`config.mk`:
```
export PLATFORM = sky130hd
export DESIGN_NAME = packet_buffer_pool_manager_unit
export DESIGN_NICKNAME = d
export VERILOG_FILES = /design/src/hw/rtl/pbpm_pkg.sv /design/src/hw/rtl/pbpm_ram.sv /design/src/hw/rtl/pbpm_ctrl.sv /design/src/hw/rtl/pbpm_datapath.sv /design/src/hw/rtl/packet_buffer_pool_manager_unit.sv
export SDC_FILE = /design/constraint.sdc
export NUM_CORES = 1
export LEC_CHECK = 0
export BUFFER_PORTS_ARGS = -buffer_cell sky130_fd_sc_hd__buf_4
export CORE_ASPECT_RATIO = 0.6
export CORE_UTILIZATION = 35
export DETAILED_ROUTE_END_ITERATION = 8
export PLACE_DENSITY = 0.62
export SETUP_SLACK_MARGIN = 0.2
export SLEW_MARGIN = 20
export SYNTH_ARGS = -nofsm -noshare
export SYNTH_HDL_FRONTEND = slang
export SYNTH_SLANG_ARGS = --single-unit
```
`constraint.sdc`:
```
create_clock -name clk -period 13.92 [get_ports clk]
set_input_delay 2.088 -clock clk [delete_from_list [all_inputs] [get_ports clk]]
set_output_delay 2.088 -clock clk [all_outputs]
set_load 0.005 [all_outputs]
```
`src/hw/rtl/pbpm_pkg.sv`:
```
// Shared types, codes and widths of the packet buffer pool manager.
package pbpm_pkg;

	localparam int MODE_W      = 3;
	localparam int IDX_W       = 4;
	localparam int BYTES_W     = 13;
	localparam int REF_W       = 8;
	localparam int STATUS_W    = 2;
	localparam int COUNT_OUT_W = 5;
	localparam int FAIL_W      = 16;

	localparam int POOL_SIZE_DEF    = 16;
	localparam int BUFFER_BYTES_DEF = 2048;

	localparam logic [REF_W-1:0] REF_MAX = 8'd255;

	// One descriptor word: reference count, data length, head offset.
	localparam int DESC_W = REF_W + 2 * BYTES_W;

	typedef enum logic [MODE_W-1:0] {
		MODE_ALLOC   = 3'd0,
		MODE_FREE    = 3'd1,
		MODE_REF     = 3'd2,
		MODE_RESERVE = 3'd3,
		MODE_PUSH    = 3'd4,
		MODE_PULL    = 3'd5,
		MODE_PUT     = 3'd6,
		MODE_TRIM    = 3'd7
	} mode_t;

	typedef enum logic [STATUS_W-1:0] {
		ST_OK        = 2'd0,
		ST_INVALID   = 2'd1,
		ST_TOO_LARGE = 2'd2,
		ST_NO_FREE   = 2'd3
	} status_t;

	// Commands from the controller to the datapath.
	typedef struct packed {
		logic capture;
		logic commit;
	} pbpm_cmd_t;

endpackage

```
`src/hw/rtl/pbpm_ram.sv`:
```
// Generic single-write, single-read RAM with registered read data.
module pbpm_ram #(
	parameter int WIDTH = 8,
	parameter int DEPTH = 16
) (
	input  logic                     clk,
	input  logic                     we,
	input  logic [$clog2(DEPTH)-1:0] waddr,
	input  logic [WIDTH-1:0]         wdata,
	input  logic                     re,
	input  logic [$clog2(DEPTH)-1:0] raddr,
	output logic [WIDTH-1:0]         rdata
);

	logic [WIDTH-1:0] mem_q [DEPTH];

	always_ff @(posedge clk) begin
		if (we) begin
			mem_q[waddr] <= wdata;
		end
		if (re) begin
			rdata <= mem_q[raddr];
		end
	end

endmodule

```
`src/hw/rtl/pbpm_ctrl.sv`:
```
// Command sequencer: accept, execute and result hand-off of the pool manager.
module pbpm_ctrl (
	input  logic               clk,
	input  logic               arst_n,
	input  logic               in_valid,
	output logic               in_ready,
	output logic               out_valid,
	input  logic               out_ready,
	output pbpm_pkg::pbpm_cmd_t cmd
);

	import pbpm_pkg::*;

	typedef enum logic {
		S_IDLE,
		S_EXEC
	} state_t;

	state_t state_q;
	logic   out_valid_q;

	assign in_ready    = (state_q == S_IDLE);
	assign out_valid   = out_valid_q;
	assign cmd.capture = in_valid && (state_q == S_IDLE);
	// The result register must be empty, or emptying now, before a command commits.
	assign cmd.commit  = (state_q == S_EXEC) && (!out_valid_q || out_ready);

	always_ff @(posedge clk or negedge arst_n) begin
		if (!arst_n) begin
			state_q     <= S_IDLE;
			out_valid_q <= 1'b0;
		end else begin
			case (state_q)
				S_IDLE: begin
					if (in_valid) begin
						state_q <= S_EXEC;
					end
					if (out_ready) begin
						out_valid_q <= 1'b0;
					end
				end
				S_EXEC: begin
					if (cmd.commit) begin
						state_q     <= S_IDLE;
						out_valid_q <= 1'b1;
					end
				end
				default: begin
					state_q     <= S_IDLE;
					out_valid_q <= 1'b0;
				end
			endcase
		end
	end

`ifndef SYNTHESIS
	a_accept_to_exec: assert property (@(posedge clk) disable iff (!arst_n)
		(in_valid && in_ready) |=> (state_q == S_EXEC))
		else $error("accepted transaction did not enter execute");

	a_commit_shows_result: assert property (@(posedge clk) disable iff (!arst_n)
		cmd.commit |=> out_valid_q)
		else $error("committed command produced no result");

	a_stall_holds_exec: assert property (@(posedge clk) disable iff (!arst_n)
		((state_q == S_EXEC) && out_valid_q && !out_ready) |=> (state_q == S_EXEC))
		else $error("command executed over an untaken result");
`endif

endmodule

```
`src/hw/rtl/pbpm_datapath.sv`:
```
// Descriptor store, in-use flags, pool counters and command arithmetic.
module pbpm_datapath #(
	parameter int POOL_SIZE    = pbpm_pkg::POOL_SIZE_DEF,
	parameter int BUFFER_BYTES = pbpm_pkg::BUFFER_BYTES_DEF
) (
	input  logic                             clk,
	input  logic                             arst_n,
	input  pbpm_pkg::pbpm_cmd_t              cmd,
	input  logic [pbpm_pkg::MODE_W-1:0]      mode,
	input  logic [pbpm_pkg::IDX_W-1:0]       buffer_index,
	input  logic [pbpm_pkg::BYTES_W-1:0]     length,
	input  logic [pbpm_pkg::BYTES_W-1:0]     headroom_bytes,
	output logic [pbpm_pkg::STATUS_W-1:0]    status,
	output logic [pbpm_pkg::IDX_W-1:0]       result_index,
	output logic [pbpm_pkg::BYTES_W-1:0]     data_offset,
	output logic [pbpm_pkg::REF_W-1:0]       ref_count,
	output logic [pbpm_pkg::BYTES_W-1:0]     data_length,
	output logic [pbpm_pkg::COUNT_OUT_W-1:0] free_buffers,
	output logic [pbpm_pkg::COUNT_OUT_W-1:0] peak_in_use,
	output logic [pbpm_pkg::FAIL_W-1:0]      failed_allocs
);

	import pbpm_pkg::*;

	localparam int AW    = $clog2(POOL_SIZE);
	localparam int CNT_W = $clog2(POOL_SIZE + 1);
	localparam int SUM_W = BYTES_W + 1;
	localparam logic [SUM_W-1:0] BB      = SUM_W'(BUFFER_BYTES);
	localparam logic [CNT_W-1:0] POOL_CT = CNT_W'(POOL_SIZE);

	// Captured command.
	mode_t              mode_q;
	logic [IDX_W-1:0]   idx_q;
	logic [BYTES_W-1:0] amt_q;
	logic [BYTES_W-1:0] hr_q;

	// Pool state.
	logic [POOL_SIZE-1:0] in_use_q;
	logic [CNT_W-1:0]     count_q;
	logic [CNT_W-1:0]     wm_q;
	logic [FAIL_W-1:0]    fail_q;
	logic [AW-1:0]        free_idx_q;
	logic                 free_found_q;

	logic [AW-1:0]     free_idx_d;
	logic              free_found_d;
	logic [AW-1:0]     raddr;
	logic [AW-1:0]     addr_q;
	logic [DESC_W-1:0] rdata;
	logic [DESC_W-1:0] wdata;
	logic [AW-1:0]     waddr;
	logic              we;

	logic [31:0] idx_port_ext;
	logic [31:0] idx_q_ext;
	logic [31:0] free_idx_ext;
	logic        idx_ok;
	logic        sel_in_use;

	logic [REF_W-1:0]   cur_ref;
	logic [BYTES_W-1:0] cur_len;
	logic [BYTES_W-1:0] cur_head;

	status_t            st;
	logic [IDX_W-1:0]   r_idx;
	logic [BYTES_W-1:0] off;
	logic [REF_W-1:0]   nref;
	logic [BYTES_W-1:0] nlen;
	logic [BYTES_W-1:0] nhead;
	logic               wr;
	logic               set_use;
	logic               clr_use;
	logic               fail_inc;

	logic [CNT_W-1:0] count_d;
	logic [CNT_W-1:0] wm_d;
	logic [FAIL_W-1:0] fail_d;
	logic [CNT_W-1:0] free_ct;
	logic [31:0]      free_ext;
	logic [31:0]      wm_ext;

	assign idx_port_ext = 32'(buffer_index);
	assign idx_q_ext    = 32'(idx_q);
	assign raddr        = idx_port_ext[AW-1:0];
	assign addr_q       = idx_q_ext[AW-1:0];
	assign free_idx_ext = 32'(free_idx_q);

	always_ff @(posedge clk) begin
		if (cmd.capture) begin
			mode_q <= mode_t'(mode);
			idx_q  <= buffer_index;
			amt_q  <= length;
			hr_q   <= headroom_bytes;
		end
	end

	// The descriptor word is read while the command is taken and is valid in execute.
	pbpm_ram #(
		.WIDTH(DESC_W),
		.DEPTH(POOL_SIZE)
	) u_desc_ram (
		.clk  (clk),
		.we   (we),
		.waddr(waddr),
		.wdata(wdata),
		.re   (cmd.capture),
		.raddr(raddr),
		.rdata(rdata)
	);

	// Lowest free buffer, refreshed every cycle from the in-use flags.
	always_comb begin
		free_found_d = 1'b0;
		free_idx_d   = '0;
		for (int i = POOL_SIZE - 1; i >= 0; i--) begin
			if (!in_use_q[i]) begin
				free_found_d = 1'b1;
				free_idx_d   = AW'(i);
			end
		end
	end

	// A buffer that is not in use reads as an all-zero descriptor.
	assign idx_ok     = (idx_q_ext < 32'(POOL_SIZE));
	assign sel_in_use = idx_ok ? in_use_q[addr_q] : 1'b0;
	assign cur_ref    = sel_in_use ? rdata[DESC_W-1 -: REF_W] : '0;
	assign cur_len    = sel_in_use ? rdata[2*BYTES_W-1 -: BYTES_W] : '0;
	assign cur_head   = sel_in_use ? rdata[BYTES_W-1:0] : '0;

	always_comb begin
		st       = ST_OK;
		r_idx    = idx_q;
		off      = cur_head;
		nref     = cur_ref;
		nlen     = cur_len;
		nhead    = cur_head;
		wr       = 1'b0;
		set_use  = 1'b0;
		clr_use  = 1'b0;
		fail_inc = 1'b0;
		waddr    = addr_q;
		if (mode_q == MODE_ALLOC) begin
			r_idx = '0;
			off   = '0;
			nref  = '0;
			nlen  = '0;
			if ((SUM_W'(amt_q) + SUM_W'(hr_q)) > BB) begin
				st       = ST_TOO_LARGE;
				fail_inc = 1'b1;
			end else if (!free_found_q) begin
				st       = ST_NO_FREE;
				fail_inc = 1'b1;
			end else begin
				r_idx   = free_idx_ext[IDX_W-1:0];
				off     = hr_q;
				nref    = REF_W'(1);
				nlen    = '0;
				nhead   = hr_q;
				wr      = 1'b1;
				waddr   = free_idx_q;
				set_use = 1'b1;
			end
		end else if (!sel_in_use) begin
			st = ST_INVALID;
		end else begin
			case (mode_q)
				MODE_FREE: begin
					wr = 1'b1;
					if (cur_ref > REF_W'(1)) begin
						nref = cur_ref - REF_W'(1);
					end else begin
						clr_use = 1'b1;
						nref    = '0;
						nlen    = '0;
						nhead   = '0;
						off     = '0;
					end
				end
				MODE_REF: begin
					wr = 1'b1;
					if (cur_ref != REF_MAX) begin
						nref = cur_ref + REF_W'(1);
					end
				end
				MODE_RESERVE: begin
					if (cur_len != '0) begin
						st = ST_INVALID;
					end else if (SUM_W'(hr_q) > BB) begin
						st = ST_TOO_LARGE;
					end else begin
						wr    = 1'b1;
						nhead = hr_q;
						off   = hr_q;
					end
				end
				MODE_PUSH: begin
					if (amt_q > cur_head) begin
						st = ST_TOO_LARGE;
					end else begin
						wr    = 1'b1;
						nhead = cur_head - amt_q;
						nlen  = cur_len + amt_q;
						off   = cur_head - amt_q;
					end
				end
				MODE_PULL: begin
					if (amt_q > cur_len) begin
						st = ST_TOO_LARGE;
					end else begin
						wr    = 1'b1;
						nhead = cur_head + amt_q;
						nlen  = cur_len - amt_q;
					end
				end
				MODE_PUT: begin
					if ((SUM_W'(cur_len) + SUM_W'(amt_q)) > (BB - SUM_W'(cur_head))) begin
						st = ST_TOO_LARGE;
					end else begin
						wr   = 1'b1;
						off  = cur_head + cur_len;
						nlen = cur_len + amt_q;
					end
				end
				MODE_TRIM: begin
					if (amt_q > cur_len) begin
						st = ST_INVALID;
					end else begin
						wr   = 1'b1;
						nlen = cur_len - amt_q;
					end
				end
				default: begin
					st = ST_OK;
				end
			endcase
		end
	end

	assign we    = cmd.commit && wr;
	assign wdata = {nref, nlen, nhead};

	always_comb begin
		count_d = count_q;
		wm_d    = wm_q;
		fail_d  = fail_q;
		if (set_use) begin
			count_d = count_q + CNT_W'(1);
		end else if (clr_use) begin
			count_d = count_q - CNT_W'(1);
		end
		if (count_d > wm_q) begin
			wm_d = count_d;
		end
		if (fail_inc) begin
			fail_d = fail_q + FAIL_W'(1);
		end
	end

	assign free_ct  = POOL_CT - count_d;
	assign free_ext = 32'(free_ct);
	assign wm_ext   = 32'(wm_d);

	always_ff @(posedge clk or negedge arst_n) begin
		if (!arst_n) begin
			in_use_q     <= '0;
			count_q      <= '0;
			wm_q         <= '0;
			fail_q       <= '0;
			free_idx_q   <= '0;
			free_found_q <= 1'b0;
		end else begin
			free_idx_q   <= free_idx_d;
			free_found_q <= free_found_d;
			if (cmd.commit) begin
				count_q <= count_d;
				wm_q    <= wm_d;
				fail_q  <= fail_d;
				if (set_use) begin
					in_use_q[free_idx_q] <= 1'b1;
				end
				if (clr_use) begin
					in_use_q[addr_q] <= 1'b0;
				end
			end
		end
	end

	// Result register, loaded when the command commits.
	always_ff @(posedge clk) begin
		if (cmd.commit) begin
			status        <= st;
			result_index  <= r_idx;
			data_offset   <= off;
			ref_count     <= nref;
			data_length   <= nlen;
			free_buffers  <= free_ext[COUNT_OUT_W-1:0];
			peak_in_use   <= wm_ext[COUNT_OUT_W-1:0];
			failed_allocs <= fail_d;
		end
	end

`ifndef SYNTHESIS
	a_count_matches_flags: assert property (@(posedge clk) disable iff (!arst_n)
		count_q == CNT_W'($countones(in_use_q)))
		else $error("buffer count disagrees with in-use flags");

	a_watermark_covers_count: assert property (@(posedge clk) disable iff (!arst_n)
		wm_q >= count_q)
		else $error("high watermark below buffers in use");

	a_alloc_marks_buffer: assert property (@(posedge clk) disable iff (!arst_n)
		(cmd.commit && set_use) |=> in_use_q[$past(free_idx_q)])
		else $error("allocated buffer not marked in use");
`endif

endmodule

```
`src/hw/rtl/packet_buffer_pool_manager_unit.sv`:
```
// An accepted command moves to execute, and its result is registered when it commits.
// Commands are accepted only when idle, with the descriptor RAM read in the accept
// cycle followed by the read-modify-write in the execute cycle.
// Reset (arst_n low) clears in-use flags, counters and handshake state at once; the
// descriptor RAM is not cleared, since entries of free buffers are masked to zero.
// Top level of the packet buffer pool manager: controller plus datapath.
module packet_buffer_pool_manager_unit #(
	parameter int POOL_SIZE    = pbpm_pkg::POOL_SIZE_DEF,
	parameter int BUFFER_BYTES = pbpm_pkg::BUFFER_BYTES_DEF
) (
	input  logic                             clk,
	input  logic                             arst_n,
	input  logic                             in_valid,
	output logic                             in_ready,
	input  logic [pbpm_pkg::MODE_W-1:0]      mode,
	input  logic [pbpm_pkg::IDX_W-1:0]       buffer_index,
	input  logic [pbpm_pkg::BYTES_W-1:0]     length,
	input  logic [pbpm_pkg::BYTES_W-1:0]     headroom_bytes,
	output logic                             out_valid,
	input  logic                             out_ready,
	output logic [pbpm_pkg::STATUS_W-1:0]    status,
	output logic [pbpm_pkg::IDX_W-1:0]       result_index,
	output logic [pbpm_pkg::BYTES_W-1:0]     data_offset,
	output logic [pbpm_pkg::REF_W-1:0]       ref_count,
	output logic [pbpm_pkg::BYTES_W-1:0]     data_length,
	output logic [pbpm_pkg::COUNT_OUT_W-1:0] free_buffers,
	output logic [pbpm_pkg::COUNT_OUT_W-1:0] peak_in_use,
	output logic [pbpm_pkg::FAIL_W-1:0]      failed_allocs
);

	import pbpm_pkg::*;

	// The controller accepts a command transaction when idle, even while the previous
	// result still waits in the output register. The execute cycle then holds until
	// that result is taken, so no result is ever overwritten.
	pbpm_cmd_t cmd;

	pbpm_ctrl u_ctrl (
		.clk      (clk),
		.arst_n   (arst_n),
		.in_valid (in_valid),
		.in_ready (in_ready),
		.out_valid(out_valid),
		.out_ready(out_ready),
		.cmd      (cmd)
	);

	// The datapath holds the descriptor RAM, the in-use flags with the lowest-free
	// search, the pool counters and the result register.
	pbpm_datapath #(
		.POOL_SIZE   (POOL_SIZE),
		.BUFFER_BYTES(BUFFER_BYTES)
	) u_datapath (
		.clk           (clk),
		.arst_n        (arst_n),
		.cmd           (cmd),
		.mode          (mode),
		.buffer_index  (buffer_index),
		.length        (length),
		.headroom_bytes(headroom_bytes),
		.status        (status),
		.result_index  (result_index),
		.data_offset   (data_offset),
		.ref_count     (ref_count),
		.data_length   (data_length),
		.free_buffers  (free_buffers),
		.peak_in_use   (peak_in_use),
		.failed_allocs (failed_allocs)
	);

endmodule

```
==> metrics.txt, run 1 <==
largest net degree at the start of global routing 76; std cell rows 88; Final Hold Viols 0; worst hold margin 0.500 ns; I/O Buffers 104; Placed Instances 3684; min Tclk post-route 9.21 ns; Mapped Nets 2463; Ys Warns 0; Finished Cell Area 39200 sq um; Final Wtd Congestion 0.983; Cell Area, Placed 37000 sq um; Final Non-Filler Cells 3809; P&R area growth vs syn 13.7%; drt wl/cell 26.9 microns; I/O pins 105; Overflow after GRT 0; first-pass GRT wire length 148000 microns; Detailed Route Iter0 Violations 3132; Reg2Reg Depth 27; delay-heaviest family, CP compound AO/OA/AOI/OAI gates; worst slew pin tran 1.18 ns; static leakage 14.4 nW; asr flop ratio synth 6.75%; CP startpoint kind register; 1st-pass router iterations 6; CP most frequent cell nor2_1; Top FF cell, synth edfxtp_1; total CTS buffers 69; FMAX 0.109 GHz; Slew HR 20.5%; ANT nets after route 0; sequential share of the synthesized area 62.5%; status completed; maxcap violations 0; post-synthesis cell count 2336; Hold Path Cell Cnt 1; setup_tns 0 ns; critical path class reg -> reg; Critical Path RT 14.19 ns; Resize count post-CTS 0; HP Class reg -> reg; Die W 407 microns; layout cell share with drive strength beyond 1 20.0%; worst reg-to-reg setup slack 4.71 ns; clock root buffer master clkbuf_16; core area 96900 sq um; Crit Path Max Fanout 30; Layout Nets 2577; worst-skew pair later-pin latency 0.63 ns; WP buf/inv 3; RSZ-0062 raised after global routing false; endpoint class of the critical path register; WL final 102000 microns; CTS sink count 726; Hold Buf Count CTS 0; Cell Pwr Density 142 nW/um^2; Max Buffers Root-to-Sink 3; synthesis-stage register bit count 726; Clk pin slew, worst setup/hold paths 0.06 ns; Avg Cell Area, Syn 14.8 sq um; CTS tree built; final cycle utilization of the critical path 66.1%; routed via count 22300; skew final 0.0175 ns; Setup WS pre-CTS 5.08 ns; Slowest cell on crit path o41ai_1; DRC violations left 0; Max Transition Viols Final 0; number of distinct library cells after synthesis 84; Final WS setup 4.71 ns; vias in the first global route 21200; CP peak stage delay 0.94 ns; Setup Fix Bufs, Post-CTS 0; VDD IR max 80.5 uV; die area 99900 sq um; gr usage total 20.2%; EDFF count, synth 677; initial antenna violation count 2; initial core utilization 35.6%; Die Span Y 245 microns; CTS H-Tree Depth 3; Via-to-Cell Ratio 5.86; hpwl dp 68600 microns; endpoints failing setup 0; worst path arrival time 9.48 ns; Levels on crit path 27; Post-Syn Area 34500 sq um
flip-flops by register name (all words and copies together), names as in the netlist, 2 cells and up:
signal / flops
u_datapath.u_desc_ram.rdata: 34
u_datapath.data_length: 13
u_datapath.free_idx_q: 4
u_datapath.addr_q: 4
u_datapath.result_index: 4
u_datapath.ref_count: 8
u_datapath.amt_q: 13
u_datapath.failed_allocs: 16
u_datapath.fail_q: 16
u_datapath.hr_q: 13
u_datapath.u_desc_ram.mem_q: 544
u_datapath.data_offset: 13
u_datapath.peak_in_use: 5
u_datapath.mode_q: 3
u_datapath.free_buffers: 5
u_datapath.in_use_q: 16
u_datapath.status: 2
u_datapath.count_q: 5
u_datapath.wm_q: 5
cell usage in the layout, fill, tap and decap left out, types with 24 or more instances in the layout:
master       n
nand2_1    153
edfxtp_1   677
dfrtp_1     49
clkbuf_16   69
nand2b_1    24
xor2_1      36
a21o_1      25
nor3_1      40
a21oi_1    130
nand3_1     40
inv_1       70
a31oi_1     26
xnor2_1     72
nor2_1     100
o21ai_0     99
mux4_2     174
buf_4      165
ha_1        87
nor2b_1     25
layout make-up:
type	instances	area (sq um)
fillers	8811	57700
flip-flops and latches	726	21600
multi-input cells	1411	12400
clock buffers	87	1790
well taps	1305	1630
repair buffers	167	1260
clock inverters	35	332
inverters	75	284
diodes	3	7.51
synth_stat cells, drive strengths merged (6+ instances only):
library cell  instances  share of area, %
edfxtp              677                59
mux4                174                11
nand2               153               1.7
a21oi               134               2.0
nor2                103               1.1
o21ai               101               1.5
clkbuf               97               1.1
ha                   87               3.2
xnor2                72               1.8
inv                  70              0.76
dfrtp                49               3.6
nor3                 41              0.61
nand3                40              0.58
nor4                 38              0.69
xor2                 36              0.91
a31oi                28              0.51
buf                  27              0.38
nor2b                26              0.47
a21o                 25              0.54
nand2b               24              0.44
o22ai                24              0.44
a221oi               23              0.58
mux2i                22              0.71
and2                 21              0.38
and3                 20              0.36
nand4                17              0.31
mux2                 14              0.46
o211ai               13              0.28
a211oi               11              0.25
maj3                 10              0.29
o221ai               10              0.25
a22oi                 9              0.20
o21bai                9              0.20
a22o                  8              0.20
o21a                  8              0.17
o31ai                 8              0.17
or2                   7              0.13
or3                   7              0.13
a21boi                6              0.13
where the power goes:
part           internal (mW)  switching [mW]
clock network           1.01           0.818
registers               2.54           0.144
logic                  0.371           0.682
total                   3.92            1.64
logic make-up (layout without fill, tap and decap cells):
logic type	Yosys count	in the layout	synth area share [%]
and+or+nand+nor	516	516	7.33
DFF	726	726	62.5
other	0	3	0
buffers and inverters	199	364	2.25
AOI/OAI and AO/OA	477	477	9.04
muxes	210	210	12.5
adders and majority gates	100	100	3.62
xor gates and xnor gates	108	108	2.74
per-layer routing:
metal / track usage, % / part of all wire [%] / vias to the layer above
met4: 3.65 / 1.6 / 6
li1: - / - / 9492
met1: 31.8 / 47 / 11400
met2: 27.2 / 40 / 1209
met3: 5.83 / 11 / 154
met5: 0 / 0.13 / -
stage by stage:
step	util, %	total power [mW]
global route	40.5	5.77
CTS	40.4	5.57
floorplan	-	3.27
global placement	38.2	3.72
finish	40.5	5.57
detailed placement	38.2	3.74
final timing paths:
| kind | endpoint | from |
|---|---|---|
| hold reg to reg | u_datapath.count_q[4] | u_datapath.count_q[4] |
| setup reg to reg | u_datapath.u_desc_ram.mem_q[8][18] | u_datapath.addr_q[3] |
| hold / removal | u_datapath.count_q[4] | u_datapath.count_q[4] |
| min in group asynchronous | u_datapath.fail_q[2] | arst_n |
| setup / recovery | u_datapath.u_desc_ram.mem_q[8][18] | u_datapath.addr_q[3] |
| max in group asynchronous | u_datapath.in_use_q[6] | arst_n |
Power figures use the tool's default switching activity.
==> inputs of run 2 (changes only) <==
--- a/config.mk
+++ b/config.mk
@@ -9,7 +9,7 @@
 export CORE_ASPECT_RATIO = 0.6
 export CORE_UTILIZATION = 35
 export DETAILED_ROUTE_END_ITERATION = 8
-export PLACE_DENSITY = 0.62
+export PLACE_DENSITY = 0.64
 export SETUP_SLACK_MARGIN = 0.2
 export SLEW_MARGIN = 20
 export SYNTH_ARGS = -nofsm -noshare
==> constraint.sdc (replaced) <==
create_clock -name clk -period 8.1 [get_ports clk]
set_input_delay 1.215 -clock clk [delete_from_list [all_inputs] [get_ports clk]]
set_output_delay 1.215 -clock clk [all_outputs]
set_load 0.005 [all_outputs]
==> run 2 against run 1 <==
The flow now finishes with violations (DRC); non-clock buffer count is 26 higher; wire length shrank 0.23%; critical path depth is the same; clock skew up 0.0049 ns; flip-flop and latch count unchanged; sequential power is 71% higher; core utilization grew 0.72 points; global-route usage about the same; design area increased by 1.8%; critical endpoint is now u_datapath.u_desc_ram.mem_q[12][23]; clock power grew 78%.
==> metrics.txt, run 2 (same netlist as run 1, synthesis figures left out) <==
static leakage 14.7 nW (+2.3%); initial antenna violation count 2 (unchanged); Die Span Y 245 microns (unchanged); Biggest register u_datapath.u_desc_ram.mem_q; CTS H-Tree Depth 3 (unchanged); Top Usage Layer GRT met1; Crit Path Max Fanout 17 (-43%); Worst Setup SP u_datapath.addr_q[0]; Cell Pwr Density 244 nW/um^2 (+72%); Final Hold Viols 0 (unchanged); hpwl dp 70000 microns (+2.0%); drt wl/cell 26.7 microns (-0.77%); maxcap violations 0 (unchanged); worst hold margin 0.486 ns (-0.0139 ns); r2r startpoint u_datapath.addr_q[0]; CTS sink count 726 (unchanged); critical path class reg -> reg; WL final 102000 microns (-0.23%); skew final 0.0224 ns (+0.00490 ns); setup_tns 0 ns (unchanged); Max Transition Viols Final 0 (unchanged); CP startpoint kind register; initial core utilization 35.6% (unchanged); fillers 8697 (-1.3%); CP peak stage delay 0.74 ns (-0.20 ns); endpoints failing setup 0 (unchanged); Slew HR 13.3% (-7.2 points); routed via count 22100 (-0.84%); Final WS setup 0.635 ns (-4.08 ns); worst path arrival time 7.75 ns (-1.73 ns); VDD IR max 145 uV (+80%); P&R area growth vs syn 15.8%; Hold Buf Count CTS 0 (unchanged); I/O Buffers 104 (unchanged); FMAX 0.134 GHz (+23%); min Tclk post-route 7.46 ns (-1.74 ns); Power, Total 9.74 mW (+75%); status complete, but fails checks; final cycle utilization of the critical path 92.2% (+26 points); Die W 407 microns (unchanged); ANT cells 0 (-3); met3 Usage GRT 6.51% (+0.68 points); layout cell share with drive strength beyond 1 21.3% (+1.4 points); register area 21600 sq um (unchanged); die area 99900 sq um (unchanged); 1st-pass router iterations 9 (+3); std cell rows 88 (unchanged); most frequent cells in the layout edfxtp_1 (677), mux4_2 (174), buf_4 (172), nand2_1 (151), a21oi_1 (127); hold_sp u_datapath.count_q[4]; Slowest cell on crit path nor2_1; commonest non-fill, non-tap cell in the layout edfxtp_1; vias in the first global route 21500 (+1.5%); RSZ-0062 raised after global routing false; largest registers u_datapath.u_desc_ram.mem_q (544), u_datapath.u_desc_ram.rdata (34); clock root buffer master clkbuf_16; Setup WS pre-CTS 0.303 ns (-4.78 ns); Max Buffers Root-to-Sink 3 (unchanged); Final Wtd Congestion 1.05 (+6.5%); violated checks DRC; Layout Nets 2601 (+0.93%); total CTS buffers 67 (-2.9%); DRC violations left 1 (+1); core area 96900 sq um (unchanged); CTS tree built; Clk pin slew, worst setup/hold paths 0.06 ns (about the same); worst slew pin tran 1.30 ns (+0.121 ns); worst-skew pair later-pin latency 0.63 ns (about the same); I/O pins 105 (unchanged); ANT nets after route 0 (unchanged); GRT met2 Usage 27.3% (+0.055 points); Critical Path RT 8.38 ns (-5.81 ns); endpoint class of the critical path register; Detailed Route Iter0 Violations 2922 (-6.7%); Largest register FFs 544 (unchanged); CP most frequent cell a21o_1; HP Class reg -> reg; Overflow after GRT 0 (unchanged); Via-to-Cell Ratio 5.78 (-1.4%); routing usage on met1 31.2% (-0.65 points); gr usage total 20.2% (about the same); multi-input logic area 12500 sq um (+1.3%); first-pass GRT wire length 148000 microns (-0.30%); largest net degree at the start of global routing 97 (+28%)
[run 2: changes by cell type in the layout (fill, tap and decap cells not counted), moves of 3 or more]
cell and change:
buf_4 +7, buf_12 +19, o22ai_2 -3, bufinv_16 +4, a21oi_2 +3, clkbuf_1 -8, nor4_4 +16, diode_2 -3
o22ai_1 +3, nor4_2 -16, a21oi_1 -3
[run 2: area by class of cell]
cell class              instances  area share [%]
clock buffers                  77            4.29
well taps                    1305            4.09
clock inverters                43            1.31
inverters                      75           0.711
repair buffers                193            4.25
flip-flops and latches        726            54.0
multi-input cells            1411            31.4
[run 2: per-stage QoR]
stage	instances	util [%]	area [sq um]
floorplan	2336	-	34800
global placement	3703	38.8	37600
detailed placement	3703	38.8	37600
CTS	3823	41.1	39800
global route	3830	41.2	39900
finish	3830	41.2	39900
[run 2: path summary, 6_finish.rpt]
path	endpoint	slack, ns	depth (start not counted)
min in group asynchronous	u_datapath.fail_q[0]	0.60	1
max reg2reg	u_datapath.u_desc_ram.mem_q[12][23]	0.64	27
min	u_datapath.count_q[4]	0.49	1
max	u_datapath.u_desc_ram.mem_q[12][23]	0.64	27
max in group asynchronous	u_datapath.in_use_q[8]	7.00	1
min reg2reg	u_datapath.count_q[4]	0.49	1
[run 2: critical path, delay by kind of cell (launching register included)]
| family | cells | cell delay (ns) |
|---|---|---|
| flops | 1 | 0.37 |
| compound gates | 14 | 2.99 |
| fa+ha+maj | 3 | 0.85 |
| buf+inv | 2 | 0.48 |
| mux | 3 | 0.89 |
| simple gates | 4 | 1.37 |
| xor+xnor | 1 | 0.18 |
[run 2: metal layers]
layer / vias up / share of wire (%) / wire (microns)
li1: 9548 / - / -
met1: 11300 / 47 / 47900
met2: 1112 / 40 / 41100
met3: 134 / 11 / 11400
met4: 0 / 1.8 / 1810
met5: - / 0 / 0
[run 2: repair_timing]
item                       in CTS  in global routing
gates resized for setup         0                  2
hold endpoints to repair        0                  0
setup endpoints to repair       0                731
setup buffers                   0                  6
[run 2: power breakdown]
group	switching (mW)	internal, mW
logic	1.23	0.669
clock network	1.42	1.83
registers	0.233	4.35
